===== src/hdl/stq_ram.sv =====
module stq_ram #(
  parameter int W = 34,
  parameter int D = 32
) (
  input  logic                 clk_i,
  input  logic                 we_i,
  input  logic [$clog2(D)-1:0] waddr_i,
  input  logic [W-1:0]         wdata_i,
  input  logic                 re_i,
  input  logic [$clog2(D)-1:0] raddr_i,
  output logic [W-1:0]         rdata_o
);
  logic [W-1:0] mem_q [D];
  logic [W-1:0] rdata_q;

  always_ff @(posedge clk_i) begin
    if (we_i) mem_q[waddr_i] <= wdata_i;
    if (re_i) rdata_q <= mem_q[raddr_i];
  end

  assign rdata_o = rdata_q;
endmodule


===== config.mk =====
export PLATFORM = sky130hd
export DESIGN_NAME = stq_ram
export DESIGN_NICKNAME = d
export VERILOG_FILES = /design/src/hdl/stq_ram.sv
export SDC_FILE = /design/constraint.sdc
export NUM_CORES = 1
export LEC_CHECK = 0
export ABC_AREA = 1
export BUFFER_PORTS_ARGS = -buffer_cell sky130_fd_sc_hd__buf_2
export CAP_MARGIN = 25
export CORE_MARGIN = 2
export CORE_UTILIZATION = 45
export CTS_CLUSTER_SIZE = 28
export DETAILED_ROUTE_END_ITERATION = 12
export HOLD_SLACK_MARGIN = 0.02
export SLEW_MARGIN = 5
export SYNTH_ARGS = -nofsm -noshare
export SYNTH_HDL_FRONTEND = slang
export SYNTH_SLANG_ARGS = --single-unit

===== constraint.sdc =====
create_clock -name clk_i -period 5 [get_ports clk_i]
set_input_delay 1 -clock clk_i [delete_from_list [all_inputs] [get_ports clk_i]]
set_output_delay 1 -clock clk_i [all_outputs]
set_load 0.1 [all_outputs]

; Word-level counts from Yosys, hierarchy flattened
; Memory sizes are Yosys's and may differ from the RTL's. A register that Yosys moved wholly into a read port is not among the register bits.
; Index checks and enable logic that the tools add are counted.
[classes]
n_addsub = 0
n_mul = 0
div = 0
n_lt_le_gt_ge = 0
eq_ne = 0
shifts = 0
muxes = 2
bitwise = 0
reduce_logical = 0
[op_table]
columns = operator, n
row1 = $mux 1, 2
[totals]
register_bits = 0
latch_bits = 0
ramBits = 1088
mem_bits_ro = 0
out_inout_bits = 34
wordCells = 3
memories = 1
[memory_table]
columns = name, depth, width, rd, rd_ports_with_merged_regs, write_ports, line_no
row1 = mem_q, 32, 34, 1, 1, 1, 13  ; logic [W-1:0] mem_q [D];

; Depth between registers and ports, before layout
[logic_depth]
depth_word = 2
depth_mapped = 13

; Worst setup path before layout
; OpenSTA, ideal clock, no wires.
[synth_timing]
path_type = in2reg
startpoint = input waddr_i[0]
endpoint = memory mem_q[0][0], enable pin
setup_ns = 0.425
arrival_ns = 2.738
required_time_ns = 4.575
setup_slack_ns = 1.837
cell_stages = 3
n_path_buf = 0
path_cell_list = inv_1 -> nand3_1 -> nor2_1
[synth_lines]
columns = item, line_no
row1 = from (decl), 7  ; input logic [$clog2(D)-1:0] waddr_i,
row2 = to (decl), 13
; Straight into the memory's write port.

==> flow_metrics.tcl <==
set metrics [dict create \
    rows 116 \
    syn_area_mm2 0.0450 \
    critPathRequiredTime_ns 5.41 \
    grtUsageTotal_pct 23.4 \
    tightest_slew_ns 1.16 \
    status "finished, final reports clean" \
    root_buffer "clkbuf_16" \
    slew_headroom_pct 22.3 \
    drv_slew 0 \
    cts.path.max_buffers 3 \
    grt_pass1_vias 27400 \
    ir_drop_mv 0.304 \
    die_w_um 320 \
    yosys.area.top_type_share_pct 74.9 \
    grt_max_degree 204 \
    cts_tree "yes" \
    hp-class "flop to flop" \
    fin_util_pct 50.7 \
    post-cts-setup-buffers 0 \
    fin_area_mm2 0.0505 \
    viasPerCell 5.55 \
    io_buffers 80 \
    arrival_ns 3.24 \
    clk_pin_slew_ns 0.06 \
    numCtsBuffers 110 \
    min_period_ns 2.83 \
    placed_cells 4973 \
    synthTopCellsByArea "edfxtp_1, nand2_1, nand3_1, buf_2, clkbuf_1" \
    power_mw 20.1 \
    hold_violations 0 \
    worstSkewPairLatency_ns 0.68 \
    syn_inst 3754 \
    fp.dieH_um 320 \
    synth_flop_cell "edfxtp_1" \
    drc 0 \
    final_nets 3834 \
    critPathMaxFanout 35 \
    globalplace.congestion 0.771 \
    avgSynthCellArea_um2 12.0 \
    initialDrtViolationCount 2993 \
    area_delta_synth_final_pct 12.2 \
    end_kind "flop" \
    io_pins 81 \
    setup_viol 0 \
    antenna_found_initial 6 \
    power_density_mw_per_mm2 397 \
    start_util_pct 45.2 \
    layout-drive-gt1-share_pct 8.94 \
    synth_edf_count 1122 \
    fin_setup_tns_ns 0 \
    ys_seq_area_share_pct 74.9 \
    post-dp-hpwl_um 61900 \
    drtAntennaViolNets 0 \
    period_share_pct 56.5 \
    placed_cell_area_mm2 0.0470 \
    design.die.area_mm2 0.103 \
    cts_max_level 3 \
    drv_cap 0 \
    synth-seq-cells 1122 \
    cp-start-kind "input port" \
    ys_types 14 \
    rsz0062_at_grt "no" \
    ctsResizeCount 0 \
    hold_buffers 0 \
    max_freq_ghz 0.354 \
    ys.warnings.count 0 \
    synth.most_common_cell "nand2_1" \
    dr.pass1.iters 5 \
    syn-num-nets 3801 \
    fin_cells 5180 \
    gr-total-overflow 0 \
    leakage_nw 18.3 \
    clkSinkCount 1122 \
    async_flop_share_pct 0 \
    grt_pass1_wl_um 179000 \
    routed_wl_um 121000 \
    fin_skew_ns 0.0252 \
    num_vias 28700 \
    coreArea_mm2 0.0996 \
    critPathKind "input port to flop" \
    route.detailed.wl_per_inst_um 23.3 \
    netlist_top_cells_count "nand2_1, edfxtp_1, nand3_1" \
    netlist.top_cell.by_area "edfxtp_1" \
]
-- logic make-up (layout without fill, tap and decap cells) --
family | count (synthesis) | after routing | synth area share, %
other | 0 | 2 | 0
buffers and inverters | 242 | 368 | 2.84
and+or+nand+nor | 2390 | 2390 | 22.3
DFF | 1122 | 1122 | 74.9
-- critical path, stage by stage --
cell,delay [ns]
buf_4,0.45
clkinv_2,0.80
buf_4,0.57
nand2_1,0.16
nand2_1,0.06
nand2_1,0.05
nand2_1,0.07
-- through the flow --
stage / setup slack (ns) / hold slack (ns)
after floorplan: 1.84 / 0.764
after global placement: 1.54 / 0.818
after detailed placement: 1.55 / 0.815
after CTS: 2.23 / 0.799
after global routing: 2.10 / 0.853
final: 2.17 / 0.822
-- metal layers --
layer	global-route usage, %	vias to the layer above	share of wire (%)
met4	6.43	4	2.1
met2	36.5	1043	46
li1	-	13200	-
met1	33.9	14300	44
met5	0	-	0.019
met3	4.36	167	7.9
-- power by group --
part	total, mW	internal (mW)	switching [mW]
combinational	1.35	0.299	1.05
clock	8.16	4.68	3.48
sequential	10.5	10.5	0.0475
-- sequential cells by signal (all words and copies together) (netlist names) --
name	cells
mem_q	1088
rdata_o	34
-- final cells by class --
type                    count  area, um2
fillers                  8520      49100
flip-flops and latches   1122      33700
multi-input cells        2390      10300
clock buffers             133       2950
well taps                1298       1620
repair buffers            153       1330
clock inverters            72        589
inverters                  10       58.8
diodes                      2       5.00
-- cell usage in the layout, fill, tap and decap left out, drive strengths merged --
cell type and instances:
inv 10, nand3 828, buf 153, diode 2, clkinv 61, nand2 1530
clkinvlp 1, edfxtp 1122, nor2 32, clkbuf 133, bufinv 10
-- final timing paths --
kind,end,cells past startpoint,slack [ns],start
setup reg to reg,rdata_o[18],8,3.62,mem_q[5][18]
hold reg to reg,rdata_o[19],8,0.82,mem_q[18][19]
setup / recovery,rdata_o[2],7,2.17,raddr_i[3]
hold / removal,rdata_o[19],8,0.82,mem_q[18][19]
No activity file was read; power rests on OpenSTA's default activity.
