$ cat src/hdl/stq_pkg.sv
package stq_pkg;

  localparam int SLOT_W    = 6;
  localparam int MAX_FIRED = 32;

  localparam logic [2:0] KIND_ALLOC = 3'd0;
  localparam logic [2:0] KIND_FREE  = 3'd1;
  localparam logic [2:0] KIND_BIND  = 3'd2;
  localparam logic [2:0] KIND_ARM   = 3'd3;
  localparam logic [2:0] KIND_TICK  = 3'd4;

  localparam logic [1:0] STATUS_OK      = 2'd0;
  localparam logic [1:0] STATUS_NO_FREE = 2'd1;
  localparam logic [1:0] STATUS_INVALID = 2'd2;

  localparam logic [1:0] SLOT_FREE  = 2'd0;
  localparam logic [1:0] SLOT_ALLOC = 2'd1;
  localparam logic [1:0] SLOT_ARMED = 2'd2;

  localparam logic [5:0] TASK_NONE = 6'd32;

  typedef struct packed {
    logic [2:0]  kind;
    logic [4:0]  timer_slot;
    logic [31:0] payload;
    logic [1:0]  dest_queue;
    logic [31:0] delay;
  } stq_in_t;

  typedef struct packed {
    logic [1:0]  status;
    logic [4:0]  slot_out;
    logic        fired;
    logic [31:0] fired_payload;
    logic [1:0]  fired_queue;
    logic        switch_req;
    logic        last;
  } stq_out_t;

  typedef struct packed {
    logic              vld;
    logic [SLOT_W-1:0] slot;
    logic [31:0]       expiry;
  } stq_entry_t;

  typedef struct packed {
    logic       ins;
    logic       pop;
    stq_entry_t new_ent;
  } stq_ctl_t;

endpackage

$ cat src/hdl/stq_cell.sv
module stq_cell (
  input  logic                clk_i,
  input  logic                rst_ni,
  input  stq_pkg::stq_ctl_t   ctl_i,
  input  stq_pkg::stq_entry_t left_i,
  input  logic                left_ge_i,
  input  stq_pkg::stq_entry_t right_i,
  output stq_pkg::stq_entry_t ent_o,
  output logic                ge_o
);
  import stq_pkg::*;

  stq_entry_t ent_q, ent_d;

  // at or after the new expiry, or empty: this cell moves down on insert
  assign ge_o = !ent_q.vld || (ent_q.expiry >= ctl_i.new_ent.expiry);

  always_comb begin
    ent_d = ent_q;
    if (ctl_i.pop) begin
      ent_d = right_i;
    end else if (ctl_i.ins && ge_o) begin
      ent_d = left_ge_i ? left_i : ctl_i.new_ent;
    end
  end

  always_ff @(posedge clk_i or negedge rst_ni) begin
    if (!rst_ni) begin
      ent_q <= '0;
    end else begin
      ent_q <= ent_d;
    end
  end

  assign ent_o = ent_q;
endmodule

$ cat config.mk
export PLATFORM = sky130hd
export DESIGN_NAME = stq_cell
export DESIGN_NICKNAME = d
export VERILOG_FILES = /design/src/hdl/stq_pkg.sv /design/src/hdl/stq_cell.sv
export SDC_FILE = /design/constraint.sdc
export NUM_CORES = 1
export LEC_CHECK = 0
export BUFFER_PORTS_ARGS = -buffer_cell sky130_fd_sc_hd__buf_2
export CORE_MARGIN = 5
export CORE_UTILIZATION = 40
export DETAILED_ROUTE_END_ITERATION = 10
export PLACE_DENSITY = 0.77
export SYNTH_ARGS = -nofsm -noshare
export SYNTH_HDL_FRONTEND = slang
export SYNTH_SLANG_ARGS = --single-unit
$ cat constraint.sdc
create_clock -name clk_i -period 6.8 [get_ports clk_i]
set_clock_uncertainty 0.15 [all_clocks]
set_input_delay 1.02 -clock clk_i [delete_from_list [all_inputs] [get_ports clk_i]]
set_output_delay 1.02 -clock clk_i [all_outputs]
set_load 0.03 [all_outputs]
# --- After elaboration in Yosys (flattened, before gate mapping) ---
# Index checks and enable logic that the tools add are counted.
totals:
  out_inout_bits: 40
  n_memories: 0
  latchBits: 0
  elab_cells: 11
  mem_bits_ro: 0
  ramBits: 0
  ff_bits: 39
classes:
  mux: 3
  n_addsub: 0
  n_reduce_logical: 4
  magnitude_cmp: 1
  n_div: 0
  mul: 0
  n_shift: 0
  n_eq_ne: 0
  bitwise: 0
ops:
  columns: ["cell", "count"]
  rows:
  - ["$mux 39", 3]
  - ["$ge 32x32->1", 1]
  - ["$reduce_bool 2->1", 1]
  - ["$logic_and 1x1->1", 1]
  - ["$logic_not 1->1", 1]
  - ["$logic_or 1x1->1", 1]

# --- Depth between registers and ports, before layout ---
# Gate-level depths: netlist of run 1.
logic_depth:
  depth_word: 5
  ltp_mapped: 10

# --- Worst setup path after synthesis of run 1 ---
# No wires, ideal clock.
synth_path:
  path_type: "in2out"
  from: "input port ctl_i[14] (netlist name)"
  to: "output port ge_o"
  stages: 8
  arrival_time_ps: 2868
  required_time_ps: 5630
  slack_ps: 2762
  path_cell_list: "inv_1 > ha_1 > and4_1 > nand2_1 > or4_4 > a31oi_4 > buf_4 > nand2b_1"
synth_between:
  elab_chain_len: 2
synth_rtl:
  columns: ["element", "line", "text"]
  rows:
  - ["start: declaration", "stq_cell.sv:4", "input stq_pkg::stq_ctl_t ctl_i,"]
  - ["$ge 32x32->1", "stq_cell.sv:16", "assign ge_o = !ent_q.vld || (ent_q.expiry >= ctl_i.new_ent.expiry);"]
  - ["$logic_or 1x1->1", "stq_cell.sv:16", null]
  - ["end: declaration", "stq_cell.sv:9", "output logic ge_o"]
# No other way between the ends.

# --- Worst setup path in the final report of run 1 ---
layout_path:
  from: "input port ctl_i[30] (netlist name)"
  to: "output port ge_o"
# Same word-level chain as after synthesis.

==> out/qor.csv, run 1 <==
stage;metric;value;unit
grt;initial antenna violation count;0;
critical_path;Worst Path Arrival;3.17;ns
timing;Final Max Tran Viols;0;
critical_path;crit path max fanout;39;
synthesis;largest family of logic cells by synthesized area;simple AND/OR/NAND/NOR gates;
critical_path;Worst Setup End Kind;output port;
synthesis;ys async rst share;1.00;
power;leakage power;2.38;nW
clock_tree;clock slew at reported path FFs;0.08;ns
route;initial detailed-routing violation count;210;
synthesis;number of synthesized register bits;39;
job;Max-Cap Viols;0;
synthesis;mean post-synth cell area;8.16;µm²
timing;Tmin final;4.34;ns
final_layout;Net count, final;793;
synthesis;mux share of post-synthesis cell area;0.195;
power;Peak VDD IR;0.0000910;V
route;Detailed Route WL;12600;µm
placed_design;DP HPWL;9200;µm
die;Die Wd;112;µm
final_layout;layout cells sized above 1;0.322;
synthesis;Synth area leaders;dfrtp_1 24%, nand2_1 11%, ha_1 9.7%;
run_status;status;complete, no violations;
synthesis;Netlist cell types;34;
synthesis;Post-synth EDFFs;0;
synthesis;Compound-Gate Fraction of Synth Area;0.173;
placed_design;gpl congestion;0.821;
critical_path;crit path launch type;primary input;
critical_path;critical path class;in -> out;
route;Antenna Nets Post-Route;0;
timing;worst slew pin tran;1.16;ns
timing;fmax;230;MHz
synthesis;cells after synthesis;507;
route;drt drc;0;
min_path;worst hold path type;reg -> reg;
timing;final setup violation count;0;
grt;vias in the first global route;4660;
die;chip height;112;µm
synthesis;top-count cell post-synth;nand2_1;
synthesis;top cell type's share of synthesized area;0.236;
final_layout;max reg flops;39;
clock_tree;cts-stage hold buffer count;0;
synthesis;Ys Warns;0;
power;pwr dens;195;nW/µm²
synthesis;Syn Nets;661;
grt;largest net degree at the start of global routing;98;
clock_tree;worst-case clock buffer depth;2;
grt;GR Overflow Total;0;
timing;worst relative slew slack;0.225;
final_layout;Layout area overhead;22.4;%
clock_tree;post-CTS setup buffer count;0;
timing;Setup TNS;0;ns
synthesis;register area share after synthesis;0.236;
synthesis;Synth Cell Area;4140;µm²
grt;aggregate global-route resource usage;0.203;
die;top-level I/O count;162;
clock_tree;CTS Buf Count;5;
synthesis;Post-Synth Adder-Cell Area;0.0968;
synthesis;synth cell count leaders;121 x nand2_1, 44 x o21ai_0, 39 x dfrtp_1, 39 x mux2i_1;
clock_tree;root buffer cell;clkbuf_8;
clock_tree;Clock Latency Late Sink;0.29;ns
clock_tree;CTS tree;done;
die;row count;37;
route;Vias;4349;
die;Initial Util;0.406;
final_layout;ant diodes;0;
critical_path;Worst EP required;5.63;ns
timing;RSZ-0062 raised after global routing;no;
die;die area;12500;µm²
route;DRT Pass-1 Iters;4;
route;routed vias/inst;5.60;
clock_tree;post-cts gate resize count;0;
timing;final hold violation count;0;
die;core box area;10200;µm²
power;Design Power;0.985;mW
synthesis;Post-Synth XOR/XNOR Area;0;
clock_tree;# H-tree levels;2;
grt;global-route wire length before repair;21700;µm
clock_tree;Clock Sinks;39;
placed_design;number of port buffers;161;
synthesis;Synth Flop Type;dfrtp_1;
synthesis;Yosys top cell by area;dfrtp_1;
synthesis;simple-gate share of the synthesized area;0.222;
route;WL/cell;16.2;µm
timing;fin crit share;0.639;
## critical path: stages
cell and delay [ns]:
buf_2 0.09, inv_1 0.04, ha_1 0.31, nand4_1 0.16, nor4_1 0.64, a21oi_4 0.09, buf_4 0.29, and2_2 0.24
nand2b_1 0.09, buf_2 0.21
## stage by stage
step	utilization	std cells	area [µm²]	hold WS, ns	setup slack [ns]
after floorplan	-	507	4140	0.553	2.76
after global routing	0.497	776	5060	0.420	2.32
after detailed placement	0.489	768	4980	0.374	2.42
final	0.497	776	5060	0.386	2.46
after global placement	0.489	768	4980	0.363	2.53
after CTS	0.497	776	5060	0.391	2.41
## layout make-up
cell class / count / area [µm²]
Sequential cell: 39 / 976
Timing Repair Buffer: 167 / 851
Clock inverter: 1 / 5.00
Fill cell: 1017 / 5120
Clock buffer: 7 / 76.3
Inverter: 33 / 124
Multi-Input combinational cell: 393 / 2860
Tap cell: 136 / 170
## cell usage in the layout, fill, tap and decap left out, types with 2 or more instances in the layout
master,count
and2_0,2
nor2_1,2
o2111ai_1,37
nand3_1,5
dfrtp_1,39
clkbuf_8,5
a31oi_1,2
o311ai_0,2
clkbuf_1,2
and4_1,2
buf_4,6
nand4_1,3
mux2i_1,39
nand4b_1,37
o21ai_0,44
ha_1,32
nand2_1,121
a21oi_1,9
buf_2,161
mux2_2,28
mux2_1,9
a21o_1,2
inv_1,33
nand2b_1,5
## metal layers
metal,part of all wire,track usage
met4,0.0088,0.0397
met5,0,0
met2,0.51,0.376
met3,0.061,0.0353
met1,0.42,0.244
## path summary, 6_finish.rpt
kind                                   to  slack (ns)  cells after the start      start
min in group asynchronous        ent_o[9]        0.71                      1     rst_ni
worst min register to register  ent_o[34]        0.39                      2  ent_o[34]
worst max-delay path                 ge_o        2.46                     10  ctl_i[30]
worst min-delay path            ent_o[34]        0.39                      2  ent_o[34]
max in group asynchronous       ent_o[36]        5.22                      1     rst_ni
worst max register to register  ent_o[16]        3.52                      8  ent_o[30]
## power by group
part	switching (mW)	total, mW	internal [mW]
combinational	0.318	0.498	0.181
clock	0.0854	0.158	0.0722
sequential	0.0514	0.329	0.277
## kinds of logic after synthesis
group,Yosys count
AOI/OAI and AO/OA,104
DFF,39
and+or+nand+nor,181
buffers and inverters,75
adders and majority gates,32
muxes,76
(Power assumes the default switching activity.)
==> run 2, diff against run 1 <==
clock period = 4.3 ns   (was 6.8 ns; I/O delays follow)
==> run 2 against run 1 <==
Wire length up 2.7%; power up 63%; largest cell class unchanged; register-to-register slack worse by 2.3 ns; via count up 0.41%; hold slack worse by 0.060 ns.
==> out/qor.csv, run 2 (synthesis gave the netlist of run 1 again) <==
stage;metric;value;unit
route;drt drc;0;
critical_path;critical path class;in -> out;
die;row count;37;
clock_tree;Clock Latency Late Sink;0.30;ns
timing;final hold violation count;0;
grt;aggregate global-route resource usage;0.203;
job;Max-Cap Viols;0;
critical_path;CP endpoint;ge_o;
clock_tree;clock slew at reported path FFs;0.09;ns
grt;global-route wire length before repair;21600;µm
critical_path;FF-to-FF End;ent_o[13];
critical_path;crit path launch type;primary input;
grt;largest net degree at the start of global routing;59;
critical_path;crit path max fanout;3;
power;pwr dens;315;nW/µm²
clock_tree;CTS tree;done;
die;chip height;112;µm
critical_path;Worst Reg2Reg Path Length in Cells;8;
clock_tree;root buffer cell;clkbuf_8;
critical_path;ordered cell list for the critical path;buf_2 -> inv_1 -> ha_1 -> nand4_1 -> nor4_1 -> nand4_1 -> a31oi_4 -> nand2b_1 -> buf_2;
route;routed vias/inst;5.62;
grt;GR Overflow Total;0;
final_layout;Net count, final;794;
clock_tree;post-CTS setup buffer count;0;
timing;Setup TNS;0;ns
timing;fin crit share;0.815;
route;initial detailed-routing violation count;244;
route;Vias;4367;
critical_path;critical path depth;9;
die;core box area;10200;µm²
die;Initial Util;0.406;
final_layout;Fill cells;996;
route;Antenna Nets Post-Route;0;
critical_path;Worst Setup End Kind;output port;
timing;worst slew pin tran;1.25;ns
timing;RSZ-0062 raised after global routing;no;
clock_tree;Clock Sinks;39;
timing;Tmin final;3.50;ns
critical_path;Worst EP required;3.50;ns
final_layout;ant diodes;0;
critical_path;CP delay by family, top;simple AND/OR/NAND/NOR gates;
final_layout;most frequent cells in the layout;161 x buf_2, 121 x nand2_1, 44 x o21ai_0;
route;DRT Pass-1 Iters;4;
critical_path;Crit path largest cell delay;0.63;ns
power;leakage power;2.40;nW
timing;worst relative slew slack;0.170;
clock_tree;# H-tree levels;2;
critical_path;WP buf/inv;3;
route;WL/cell;16.6;µm
clock_tree;CTS Buf Count;5;
die;top-level I/O count;162;
run_status;status;complete, no violations;
clock_tree;worst-case clock buffer depth;2;
grt;initial antenna violation count;0;
clock_tree;post-cts gate resize count;0;
min_path;worst hold path type;in -> async;
clock_tree;cts-stage hold buffer count;0;
grt;GRT met1 Usage;0.241;
grt;busiest layer in global routing;met2;
die;Die Wd;112;µm
final_layout;Layout area overhead;23.0;%
die;die area;12500;µm²
critical_path;CP startpoint;ctl_i[30];
placed_design;DP HPWL;9070;µm
placed_design;number of port buffers;161;
timing;final hold slack;0.326;ns
grt;GR Util met2;0.374;
critical_path;r2r setup slk;1.19;ns
placed_design;gpl congestion;0.850;
grt;GRT met3 Usage;0.0451;
critical_path;slowest CP cell;nor4_1;
timing;Final Max Tran Viols;0;
route;Detailed Route WL;12900;µm
critical_path;reg2reg start;ent_o[30];
final_layout;layout cells sized above 1;0.324;
grt;vias in the first global route;4620;
timing;fmax;285;MHz
power;Peak VDD IR;0.000123;V
critical_path;Worst Path Arrival;2.71;ns
timing;final setup violation count;0;
final_layout;commonest non-fill, non-tap cell in the layout;buf_2;
final_layout;max reg flops;39;
[run 2: final cells by class]
class                   instances  area [µm²]  area share
multi-input cells             393        2860       0.562
flip-flops and latches         39         976       0.192
repair buffers                168         858       0.169
well taps                     136         170      0.0334
inverters                      33         124      0.0243
clock buffers                   8         100      0.0197
[run 2: routing by layer]
layer  vias up  part of all wire
li1       2122                 -
met1      2075              0.42
met2       161              0.50
met3         9             0.071
met4         0            0.0074
met5         -                 0
[run 2: report_power, final]
| group | total [mW] | switching, mW | internal (mW) |
|---|---|---|---|
| sequential | 0.518 | 0.0795 | 0.439 |
| clock | 0.294 | 0.147 | 0.147 |
| combinational | 0.791 | 0.507 | 0.284 |
[run 2: worst min path at each step]
| stage | from | to | depth (start not counted) |
|---|---|---|---|
| finish | rst_ni | ent_o[11] | 1 |
| global route | right_i[34] | ent_o[34] | 3 |
| CTS | rst_ni | ent_o[11] | 1 |
| detailed placement | ent_o[37] | ent_o[37] | 2 |
| global placement | ent_o[37] | ent_o[37] | 2 |
| floorplan | rst_ni | ent_o[0] | 0 |
[run 2: metrics by stage]
stage / util / setup WS, ns / cells / area [µm²] / power [mW]
finish: 0.500 / 0.796 / 777 / 5090 / 1.60
floorplan: - / 1.01 / 507 / 4140 / 1.04
CTS: 0.500 / 0.807 / 777 / 5090 / 1.61
global placement: 0.490 / 0.911 / 769 / 4990 / 1.29
global route: 0.500 / 0.659 / 777 / 5090 / 1.72
detailed placement: 0.490 / 0.820 / 769 / 4990 / 1.32
